File: src/lag_pkg.sv
`timescale 1ns / 1ps
package lag_pkg;

  localparam int ACT_W   = 2;
  localparam int COORD_W = 6;
  localparam int SURVIVE_LO = 2;
  localparam int BIRTH      = 3;

  typedef enum logic [ACT_W-1:0] {
    ACT_TOGGLE  = 2'd0,
    ACT_ADVANCE = 2'd1,
    ACT_QUERY   = 2'd2,
    ACT_NONE    = 2'd3
  } action_e;

  typedef enum logic [2:0] {
    ST_CLEAR,
    ST_IDLE,
    ST_CELL_RD,
    ST_CELL_FIN,
    ST_ADV_RD,
    ST_ADV_LOAD,
    ST_ADV_ROW
  } state_e;

  typedef struct packed {
    logic clr_wr;
    logic take;
    logic cell_rd;
    logic cell_fin;
    logic adv_rd;
    logic adv_load;
    logic adv_row;
  } cmd_t;

  typedef struct packed {
    logic clr_last;
    logic row_last;
    logic in_adv;
    logic out_busy;
  } sts_t;

endpackage

File: src/lag_in_if.sv
`timescale 1ns / 1ps
interface lag_in_if;
  logic                        valid;
  logic                        ready;
  logic [lag_pkg::ACT_W-1:0]   action;
  logic [lag_pkg::COORD_W-1:0] row;
  logic [lag_pkg::COORD_W-1:0] column;

  modport source (output valid, action, row, column, input ready);
  modport sink (input valid, action, row, column, output ready);
endinterface

File: src/lag_out_if.sv
`timescale 1ns / 1ps
interface lag_out_if;
  logic valid;
  logic ready;
  logic alive;
  logic done_res;

  modport source (output valid, alive, done_res, input ready);
  modport sink (input valid, alive, done_res, output ready);
endinterface

File: src/life_automaton_grid.sv
`timescale 1ns / 1ps
// toggle and query: read the row, then finish and register the result; one item at a time
// advance: read and load the first rows, then one grid row per cycle through the row memory port
// next item is accepted once the previous result has been taken
// reset is asynchronous; afterwards a clearing pass writes zero to every grid row
// no item is accepted during the clearing pass
module life_automaton_grid #(
  parameter int ROWS = 64,
  parameter int COLS = 64
) (
  input  logic      clk_i,
  input  logic      rst_ni,
  lag_in_if.sink    in_i,
  lag_out_if.source out_o
);

  lag_pkg::cmd_t cmd;
  lag_pkg::sts_t sts;

  lag_ctrl u_ctrl (
    .clk_i      (clk_i),
    .rst_ni     (rst_ni),
    .in_valid_i (in_i.valid),
    .in_ready_o (in_i.ready),
    .sts_i      (sts),
    .cmd_o      (cmd)
  );

  lag_datapath #(
    .ROWS (ROWS),
    .COLS (COLS)
  ) u_datapath (
    .clk_i       (clk_i),
    .rst_ni      (rst_ni),
    .cmd_i       (cmd),
    .sts_o       (sts),
    .action_i    (in_i.action),
    .row_i       (in_i.row),
    .column_i    (in_i.column),
    .out_valid_o (out_o.valid),
    .out_ready_i (out_o.ready),
    .alive_o     (out_o.alive),
    .done_res_o  (out_o.done_res)
  );

`ifndef SYNTHESIS
  a_accept_empty: assert property (@(posedge clk_i) disable iff (!rst_ni)
    (in_i.valid && in_i.ready) |-> !out_o.valid)
    else $error("item accepted while a result is pending");

  a_cmd_onehot: assert property (@(posedge clk_i) disable iff (!rst_ni)
    $onehot0(cmd))
    else $error("more than one datapath command");

  a_result_src: assert property (@(posedge clk_i) disable iff (!rst_ni)
    $rose(out_o.valid) |-> $past(cmd.cell_fin || (cmd.adv_row && sts.row_last)))
    else $error("result without a finishing step");
`endif

endmodule

File: src/lag_ctrl.sv
`timescale 1ns / 1ps
module lag_ctrl (
  input  logic          clk_i,
  input  logic          rst_ni,
  input  logic          in_valid_i,
  output logic          in_ready_o,
  input  lag_pkg::sts_t sts_i,
  output lag_pkg::cmd_t cmd_o
);

  lag_pkg::state_e state_q, state_d;

  always_ff @(posedge clk_i or negedge rst_ni) begin
    if (!rst_ni) begin
      state_q <= lag_pkg::ST_CLEAR;
    end else begin
      state_q <= state_d;
    end
  end

  always_comb begin
    state_d    = state_q;
    cmd_o      = '0;
    in_ready_o = 1'b0;
    unique case (state_q)
      lag_pkg::ST_CLEAR: begin
        cmd_o.clr_wr = 1'b1;
        if (sts_i.clr_last) state_d = lag_pkg::ST_IDLE;
      end
      lag_pkg::ST_IDLE: begin
        in_ready_o = !sts_i.out_busy;
        if (in_valid_i && !sts_i.out_busy) begin
          cmd_o.take = 1'b1;
          state_d = sts_i.in_adv ? lag_pkg::ST_ADV_RD : lag_pkg::ST_CELL_RD;
        end
      end
      lag_pkg::ST_CELL_RD: begin
        cmd_o.cell_rd = 1'b1;
        state_d = lag_pkg::ST_CELL_FIN;
      end
      lag_pkg::ST_CELL_FIN: begin
        cmd_o.cell_fin = 1'b1;
        state_d = lag_pkg::ST_IDLE;
      end
      lag_pkg::ST_ADV_RD: begin
        cmd_o.adv_rd = 1'b1;
        state_d = lag_pkg::ST_ADV_LOAD;
      end
      lag_pkg::ST_ADV_LOAD: begin
        cmd_o.adv_load = 1'b1;
        state_d = lag_pkg::ST_ADV_ROW;
      end
      lag_pkg::ST_ADV_ROW: begin
        cmd_o.adv_row = 1'b1;
        if (sts_i.row_last) state_d = lag_pkg::ST_IDLE;
      end
      default: state_d = lag_pkg::ST_IDLE;
    endcase
  end

endmodule

File: src/lag_datapath.sv
`timescale 1ns / 1ps
module lag_datapath #(
  parameter int ROWS = 64,
  parameter int COLS = 64
) (
  input  logic                        clk_i,
  input  logic                        rst_ni,
  input  lag_pkg::cmd_t               cmd_i,
  output lag_pkg::sts_t               sts_o,
  input  logic [lag_pkg::ACT_W-1:0]   action_i,
  input  logic [lag_pkg::COORD_W-1:0] row_i,
  input  logic [lag_pkg::COORD_W-1:0] column_i,
  output logic                        out_valid_o,
  input  logic                        out_ready_i,
  output logic                        alive_o,
  output logic                        done_res_o
);

  localparam int AW = $clog2(ROWS);
  localparam int CW = $clog2(COLS);

  logic [COLS-1:0] mem [ROWS];
  logic [COLS-1:0] rd_q, prev_q, cur_q, below, new_row, wr_data;
  logic [AW-1:0]   rd_addr, wr_addr, clr_q, r_q;
  logic            rd_en, wr_en;
  logic [lag_pkg::ACT_W-1:0]   act_q;
  logic [lag_pkg::COORD_W-1:0] row_q, col_q;
  logic            in_grid, cell_bit, out_valid_q, alive_q, done_q;
  logic [CW-1:0]   col_idx;

  assign in_grid = (32'(row_q) < ROWS) && (32'(col_q) < COLS);
  assign col_idx = CW'(col_q);
  assign cell_bit = rd_q[col_idx];

  assign sts_o.clr_last = (clr_q == AW'(ROWS - 1));
  assign sts_o.row_last = (r_q == AW'(ROWS - 1));
  assign sts_o.in_adv   = (action_i == lag_pkg::ACT_ADVANCE);
  assign sts_o.out_busy = out_valid_q;

  assign below = sts_o.row_last ? '0 : rd_q;

  always_comb begin
    logic [3:0] n;
    new_row = '0;
    for (int c = 0; c < COLS; c++) begin
      n = 4'(prev_q[c]) + 4'(below[c]);
      if (c > 0) n = n + 4'(prev_q[c-1]) + 4'(cur_q[c-1]) + 4'(below[c-1]);
      if (c < COLS - 1) n = n + 4'(prev_q[c+1]) + 4'(cur_q[c+1]) + 4'(below[c+1]);
      if (cur_q[c]) new_row[c] = (n == 4'(lag_pkg::SURVIVE_LO)) || (n == 4'(lag_pkg::BIRTH));
      else          new_row[c] = (n == 4'(lag_pkg::BIRTH));
    end
  end

  always_comb begin
    rd_en   = 1'b0;
    rd_addr = '0;
    wr_en   = 1'b0;
    wr_addr = '0;
    wr_data = '0;
    if (cmd_i.cell_rd) begin
      rd_en   = 1'b1;
      rd_addr = AW'(row_q);
    end
    if (cmd_i.adv_rd) rd_en = 1'b1;
    if (cmd_i.adv_load) begin
      rd_en   = 1'b1;
      rd_addr = AW'(1);
    end
    if (cmd_i.adv_row) begin
      rd_en   = (32'(r_q) + 2) < ROWS;
      rd_addr = r_q + AW'(2);
      wr_en   = 1'b1;
      wr_addr = r_q;
      wr_data = new_row;
    end
    if (cmd_i.clr_wr) begin
      wr_en   = 1'b1;
      wr_addr = clr_q;
    end
    if (cmd_i.cell_fin && in_grid && (act_q == lag_pkg::ACT_TOGGLE)) begin
      wr_en   = 1'b1;
      wr_addr = AW'(row_q);
      wr_data = rd_q ^ (COLS'(1) << col_idx);
    end
  end

  always_ff @(posedge clk_i) begin
    if (wr_en) mem[wr_addr] <= wr_data;
    if (rd_en) rd_q <= mem[rd_addr];
  end

  always_ff @(posedge clk_i) begin
    if (cmd_i.take) begin
      act_q <= action_i;
      row_q <= row_i;
      col_q <= column_i;
    end
    if (cmd_i.adv_load) begin
      prev_q <= '0;
      cur_q  <= rd_q;
    end
    if (cmd_i.adv_row) begin
      prev_q <= cur_q;
      cur_q  <= below;
    end
    if (cmd_i.cell_fin) begin
      alive_q <= in_grid && ((act_q == lag_pkg::ACT_TOGGLE) ? !cell_bit :
                             (act_q == lag_pkg::ACT_QUERY) && cell_bit);
      done_q  <= (act_q != lag_pkg::ACT_NONE);
    end
    if (cmd_i.adv_row && sts_o.row_last) begin
      alive_q <= 1'b0;
      done_q  <= 1'b1;
    end
  end

  always_ff @(posedge clk_i or negedge rst_ni) begin
    if (!rst_ni) begin
      clr_q       <= '0;
      r_q         <= '0;
      out_valid_q <= 1'b0;
    end else begin
      if (cmd_i.clr_wr) clr_q <= clr_q + AW'(1);
      if (cmd_i.adv_load) r_q <= '0;
      else if (cmd_i.adv_row) r_q <= r_q + AW'(1);
      if (cmd_i.cell_fin || (cmd_i.adv_row && sts_o.row_last)) out_valid_q <= 1'b1;
      else if (out_ready_i) out_valid_q <= 1'b0;
    end
  end

  assign out_valid_o = out_valid_q;
  assign alive_o     = alive_q;
  assign done_res_o  = done_q;

endmodule

File: src/flat_wrapper.sv
// flat-port wrapper written by rule: the top's interface ports become plain ports
module life_automaton_grid_flat 
#(
  parameter int ROWS = 64,
  parameter int COLS = 64
)
  (clk_i, rst_ni, in_i_valid, in_i_action, in_i_row, in_i_column, in_i_ready, out_o_valid, out_o_alive, out_o_done_res, out_o_ready);
  lag_in_if in_i_i ();
  lag_out_if out_o_i ();
  input  logic clk_i;
  input  logic rst_ni;
  input wire logic [$bits(in_i_i.valid)-1:0] in_i_valid;
  input wire logic [$bits(in_i_i.action)-1:0] in_i_action;
  input wire logic [$bits(in_i_i.row)-1:0] in_i_row;
  input wire logic [$bits(in_i_i.column)-1:0] in_i_column;
  output wire logic [$bits(in_i_i.ready)-1:0] in_i_ready;
  output wire logic [$bits(out_o_i.valid)-1:0] out_o_valid;
  output wire logic [$bits(out_o_i.alive)-1:0] out_o_alive;
  output wire logic [$bits(out_o_i.done_res)-1:0] out_o_done_res;
  input wire logic [$bits(out_o_i.ready)-1:0] out_o_ready;
  assign in_i_i.valid = in_i_valid;
  assign in_i_i.action = in_i_action;
  assign in_i_i.row = in_i_row;
  assign in_i_i.column = in_i_column;
  assign in_i_ready = in_i_i.ready;
  assign out_o_valid = out_o_i.valid;
  assign out_o_alive = out_o_i.alive;
  assign out_o_done_res = out_o_i.done_res;
  assign out_o_i.ready = out_o_ready;
  life_automaton_grid #(.ROWS(ROWS), .COLS(COLS)) u_core (.clk_i(clk_i), .rst_ni(rst_ni), .in_i(in_i_i), .out_o(out_o_i));
endmodule
File: config.mk
export PLATFORM = sky130hd
export DESIGN_NAME = life_automaton_grid_flat
export DESIGN_NICKNAME = d
export VERILOG_FILES = /design/src/lag_pkg.sv /design/src/lag_in_if.sv /design/src/lag_out_if.sv /design/src/life_automaton_grid.sv /design/src/lag_ctrl.sv /design/src/lag_datapath.sv /design/src/flat_wrapper.sv
export SDC_FILE = /design/constraint.sdc
export NUM_CORES = 2
export LEC_CHECK = 0
export ABC_CLOCK_PERIOD_IN_PS = 23700
export BUFFER_PORTS_ARGS = -buffer_cell sky130_fd_sc_hd__buf_2
export CORE_MARGIN = 2
export CORE_UTILIZATION = 42
export CTS_CLUSTER_DIAMETER = 30
export CTS_CLUSTER_SIZE = 10
export DETAILED_ROUTE_END_ITERATION = 12
export SLEW_MARGIN = 5
export SYNTH_ARGS = -nofsm -noshare
export SYNTH_HDL_FRONTEND = slang
export SYNTH_SLANG_ARGS = --single-unit
File: constraint.sdc
create_clock -name clk_i -period 23.7 [get_ports clk_i]
set_input_delay 7.11 -clock clk_i [delete_from_list [all_inputs] [get_ports clk_i]]
set_output_delay 7.11 -clock clk_i [all_outputs]
set_load 0.03 [all_outputs]
Yosys cells after proc, flatten, opt, wreduce, memory -nomap -nowiden. Memories as Yosys holds them, arrays and structs flattened. A register that Yosys moved wholly into a read port is not among the register bits. Cells that the tools add are included.

Word-level logic and storage cells: 787. Input port bits: 18. Output and inout bits: 4. Bits in writable memories: 4096. Memories: 1. Register bits: 160.

Memory list: u_core.u_datapath.mem (depth 64, bits a word 64, rd ports 1, clocked after memory_dff 1, write ports 1, RTL line lag_datapath.sv:22) `logic [COLS-1:0] mem [ROWS];`.

Bitwise gates (word level): 1. Add/subtract/negate cells: 446. Shift-type cells: 1. Magnitude comparators: 2. Multiplexer cells: 107. Reduce and logical (&&, ||, !) cells: 76. Equal/unequal tests: 142.

Operators by type and width (number): 4-bit by 1-bit adder with 4-bit output (250); 4-bit by 2-bit equality test with 1-bit output (second input constant) (128); 64-bit 2-to-1 mux (7); 3-bit by 1-bit adder with 4-bit output (64); 2-bit by 1-bit adder with 3-bit output (64); 1-bit by 1-bit adder with 2-bit output (64); 1-bit 2-to-1 mux (86); 1-bit logical OR (65); 1-bit by 6-bit << shifter with 64-bit output (first input constant) (1); 64-bit bitwise XOR (1); 6-bit 2-to-1 mux (8); 3-bit case mux with 6 select lines (1); 6-bit by 1-bit adder with 6-bit output (second input constant) (2); 6-bit equality test (second input constant) (2); 3-bit 2-to-1 mux (4); 3-bit equality test (second input constant) (3); 6-bit by 2-bit adder with 7-bit output (second input constant) (1); 6-bit by 7-bit less-than comparator with 1-bit output (second input constant) (1); 7-bit less-than comparator (second input constant) (1); 6-bit by 2-bit adder with 6-bit output (second input constant) (1); 1-bit binary-select mux with 6-bit select (1); 3-bit by 2-bit equality test with 1-bit output (second input constant) (2); 2-bit != test (second input constant) (3); 1-bit logical AND (4); 9 further kinds (11).

Longest topological paths before layout.
Depth in word-level cells: 14. Depth in mapped cells: 17. Mapped depth without buffers: 15.

Modules after synthesis. From an unflattened synthesis, not the netlist that was laid out.

Cell total of the unflattened synthesis: 10812. Area total of the unflattened synthesis: 177455.2 sq um.

Modules (own cells, without submodules): lag_datapath (cells each 10780, times used 1, area each 177196.2 sq um, seq. area each 129549.2 sq um); lag_ctrl (cells each 32, times used 1, area each 259.0 sq um, seq. area each 75.1 sq um).

Least setup slack after synthesis. Ideal clock, no wire load.

Path type: reg-to-output. Start: reg u_core.u_ctrl.state_q[2]. End: out in_i_ready. Stages on the path, launching flop included: 7. Buffers on the path: 5. Arrival: 2.239 ns. Setup slack: 14.351 ns. Data required time: 16.590 ns. Cells stage by stage: dfrtp_1 -> buf_4 -> buf_2 -> buf_2 -> clkbuf_1 -> clkbuf_1 -> nor4_1.

Longest elaborated chain between the ends: 2.

RTL lines: start, declared (RTL line lag_ctrl.sv:11) `lag_pkg::state_e state_q, state_d;`; start signal, assigned (RTL line lag_ctrl.sv:15) `state_q <= lag_pkg::ST_CLEAR;`; start signal, assigned (RTL line lag_ctrl.sv:17) `state_q <= state_d;`; 3-bit by 1-bit equality test with 1-bit output (RTL line lag_ctrl.sv:25) `unique case (state_q)`; 1-bit 2-to-1 mux (RTL line lag_ctrl.sv:25); end, declared (RTL line flat_wrapper.sv:16) `output wire logic [$bits(in_i_i.ready)-1:0] in_i_ready;`.

No other way between the ends.

Worst setup path after layout. Same ends and word-level chain as after synthesis.

==> impl_metrics.py <==
metrics = {
    "global_route": {
        "grt_max_degree": 189,
        "grt_pass1_vias": 120000,
        "antenna_found_initial": 26,
        "grt_overflow_total": 0,
        "grt_pass1_wl_mm": 885,
        "track_usage": 0.270,
    },
    "sta": {
        "rsz0062_at_grt": "no",
        "worst_pin_slew_ns": 1.53,
        "setup_viol": 0,
        "min_period_ns": 9.55,
        "timing.final.hold_violations": 0,
        "fin_ws_ns": 14.15,
        "period_share": 0.403,
        "fin_worst_skew_ns": 0.0675,
        "fmax_mhz": 105,
        "setup_tns_ns": 0,
        "relSlewSlack": -0.0229,
        "slew_viol_final": 35,
    },
    "critical_path": {
        "worst_ep_required_time_ns": 16.59,
        "crit_fanout": 39,
        "critPathKind": "reg -> out",
        "cp-start-kind": "flip-flop",
        "endpoint_kind": "output port",
        "cp_data_arrival_time_ns": 2.44,
    },
    "logic_synthesis": {
        "synth_area_mm2": 0.187,
        "syn_avg_cell_area_um2": 13.4,
        "synth_fp_nets": 14500,
        "synth_edf_count": 4302,
        "synthTopCellsByCount": "edfxtp_1 (4,302), nand2_1 (2,524), nand3_1 (1,483), a211oi_1 (889), inv_1 (838)",
        "ys_async_sr_fraction": 0.00370,
        "synth_cell_type_count": 67,
        "ys_seq_elements": 4320,
        "synth_top_cell_area_share": 0.690,
        "synth_warnings": 0,
        "seq_area_frac_synth": 0.692,
        "ys.flop_type": "edfxtp_1",
        "synth_area_leader_cell": "edfxtp_1",
        "synth_area_leaders": "edfxtp_1 (69%), nand2_1 (5.1%), nand3_1 (4.0%)",
        "synth.most_common_cell": "edfxtp_1",
        "netlist_instances": 14000,
    },
    "drt": {
        "drc": 0,
        "dr.pass1.iters": 6,
        "viasPerCell": 6.11,
        "ant_nets": 0,
        "wl_per_cell_um": 30.2,
        "num_vias": 127000,
        "drt_wl_total_mm": 627,
        "drt_iter0_drc": 18400,
    },
    "clocking": {
        "htreeDepth": 6,
        "post-cts-setup-buffer-count": 0,
        "cts_buffers": 778,
        "root_buffer": "clkbuf_16",
        "ctsHoldBuffers": 0,
        "ctsResizeCount": 0,
        "clk_latency_ns": 1.11,
        "clkTransAtPathRegs_ns": 0.05,
        "clock_sinks": 4320,
        "clockBufferDepth": 4,
        "cts_tree": "done",
    },
    "layout": {
        "area_delta_synth_final_pct": 18.2,
        "final_area_mm2": 0.221,
        "drive_above_1_share": 0.124,
        "fill_cells": 37600,
        "nets": 14600,
    },
    "pwr": {
        "pwr-share-seq": 0.424,
        "p_per_area_mw_per_mm2": 88.2,
        "power.total_w": 0.0195,
        "switchingPower_w": 0.00390,
        "combPwrFrac": 0,
        "p_sw_frac": 0.200,
        "cellLeakagePower_nw": 76.7,
        "power.share.clock": 0.575,
        "peakVddDrop_v": 0.0000832,
        "p_int_w": 0.0156,
    },
    "status": {
        "violations": "max-capacitance violations, max-slew violations",
        "status": "finished, violations left",
    },
    "floorplanning": {
        "dieWidth_um": 672,
        "start_util": 0.421,
        "core_mm2": 0.444,
        "die_y_um": 672,
        "dieArea_mm2": 0.451,
        "rows": 245,
        "io_pins": 22,
    },
    "hold_path": {
        "min_path_type": "reg -> reg",
    },
    "placement": {
        "io_buffer_count": 21,
        "place_worst_setup_slack_ns": 15.21,
        "post-dp-hpwl_mm": 320,
        "place.gp.congestion": 0.893,
        "placed_area_mm2": 0.195,
    },
    "job": {
        "maxCapViolations": 3,
    },
}
registers in the layout, summed over array words and instances, names as in the netlist, 6 cells and up:
name,count
u_core.u_datapath.clr_q,6
u_core.u_datapath.cur_q,64
u_core.u_datapath.col_idx,6
u_core.u_datapath.mem,4096
u_core.u_datapath.rd_q,64
u_core.u_datapath.prev_q,64
u_core.u_datapath.r_q,6
u_core.u_datapath.row_q,6
cells in the final DEF, fill, tap and decap left out, drive strengths merged, types with 5 or more instances in the layout:
master,Yosys,routed
a2111oi,316,316
a211oi,889,889
a21oi,269,269
a22oi,7,7
a311oi,315,315
a31o,63,63
and2,76,76
and3,67,67
buf,485,403
bufinv,0,112
clkbuf,569,882
clkinv,0,314
clkinvlp,0,85
dfrtp,16,16
diode,0,5
edfxtp,4302,4302
fa,252,252
ha,191,191
inv,838,894
mux2i,394,394
mux4,17,17
nand2,2524,2524
nand2b,11,11
nand3,1483,1483
nor2,113,113
nor2b,73,73
nor3,14,14
nor4,131,131
o2111ai,65,65
o211ai,191,191
o21ai,208,208
o221ai,6,6
xnor2,22,22
xor2,51,51
stage by stage:
stage	util	std cells	hold WS, ns
2_1_floorplan	-	14000	0.468
3_3_place_gp	0.438	19300	0.465
3_5_place_dp	0.438	19300	0.459
4_1_cts	0.498	20700	0.479
5_1_grt	0.498	20700	0.501
6_report	0.498	20700	0.475
power by group through the flow:
| stage | clock [W] | combinational, W | sequential (W) |
|---|---|---|---|
| global placement | 0 | 0.00000248 | 0.00843 |
| detailed placement | 0 | 0.00000250 | 0.00843 |
| floorplan | 0 | 0.000000108 | 0.00843 |
| global route | 0.0117 | 0.00000280 | 0.00828 |
| CTS | 0.0113 | 0.00000259 | 0.00829 |
| finish | 0.0112 | 0.00000237 | 0.00829 |
path summary, 6_finish.rpt:
kind / startpoint / to / slack, ns / cells past startpoint
worst min register to register: u_core.u_datapath.alive_o / u_core.u_datapath.alive_o / 0.48 / 2
worst max-delay path: u_core.u_ctrl.state_q[2] / in_i_ready / 14.15 / 2
max in group asynchronous: rst_ni / u_core.u_ctrl.state_q[2] / 17.42 / 1
worst max register to register: u_core.u_ctrl.state_q[2] / u_core.u_datapath.rd_q[4] / 15.69 / 13
min in group asynchronous: rst_ni / u_core.u_datapath.r_q[3] / 5.93 / 1
worst min-delay path: u_core.u_datapath.alive_o / u_core.u_datapath.alive_o / 0.48 / 2
kinds of logic after synthesis:
family | synth area share
muxes | 0.0233
xor gates and xnor gates | 0.00341
and+or+nand+nor | 0.105
AOI/OAI and AO/OA | 0.0936
DFF | 0.692
adders and majority gates | 0.0397
buffers and inverters | 0.0421
critical path: stages, from the launching register on:
cell	delay, ns
dfrtp_4	0.68
nor4_1	0.41
buf_2	0.27
layer usage:
layer | global-route usage | up-vias | wire length, um
met1 | 0.373 | 64100 | 244000
met2 | 0.418 | 7994 | 284000
met5 | 0.00223 | - | 146
met3 | 0.0561 | 1399 | 71900
met4 | 0.111 | 2 | 27500
li1 | - | 53200 | -
final cells by class:
cell class | instances | area (um2) | area share
clock inverters | 567 | 6450 | 0.0292
well taps | 5928 | 7420 | 0.0335
flip-flops and latches | 4320 | 130000 | 0.586
clock buffers | 882 | 20200 | 0.0912
repair buffers | 403 | 3320 | 0.0150
diodes | 5 | 12.5 | 0.0000565
multi-input cells | 7799 | 51200 | 0.231
inverters | 838 | 3150 | 0.0142
(Power assumes the default switching activity.)
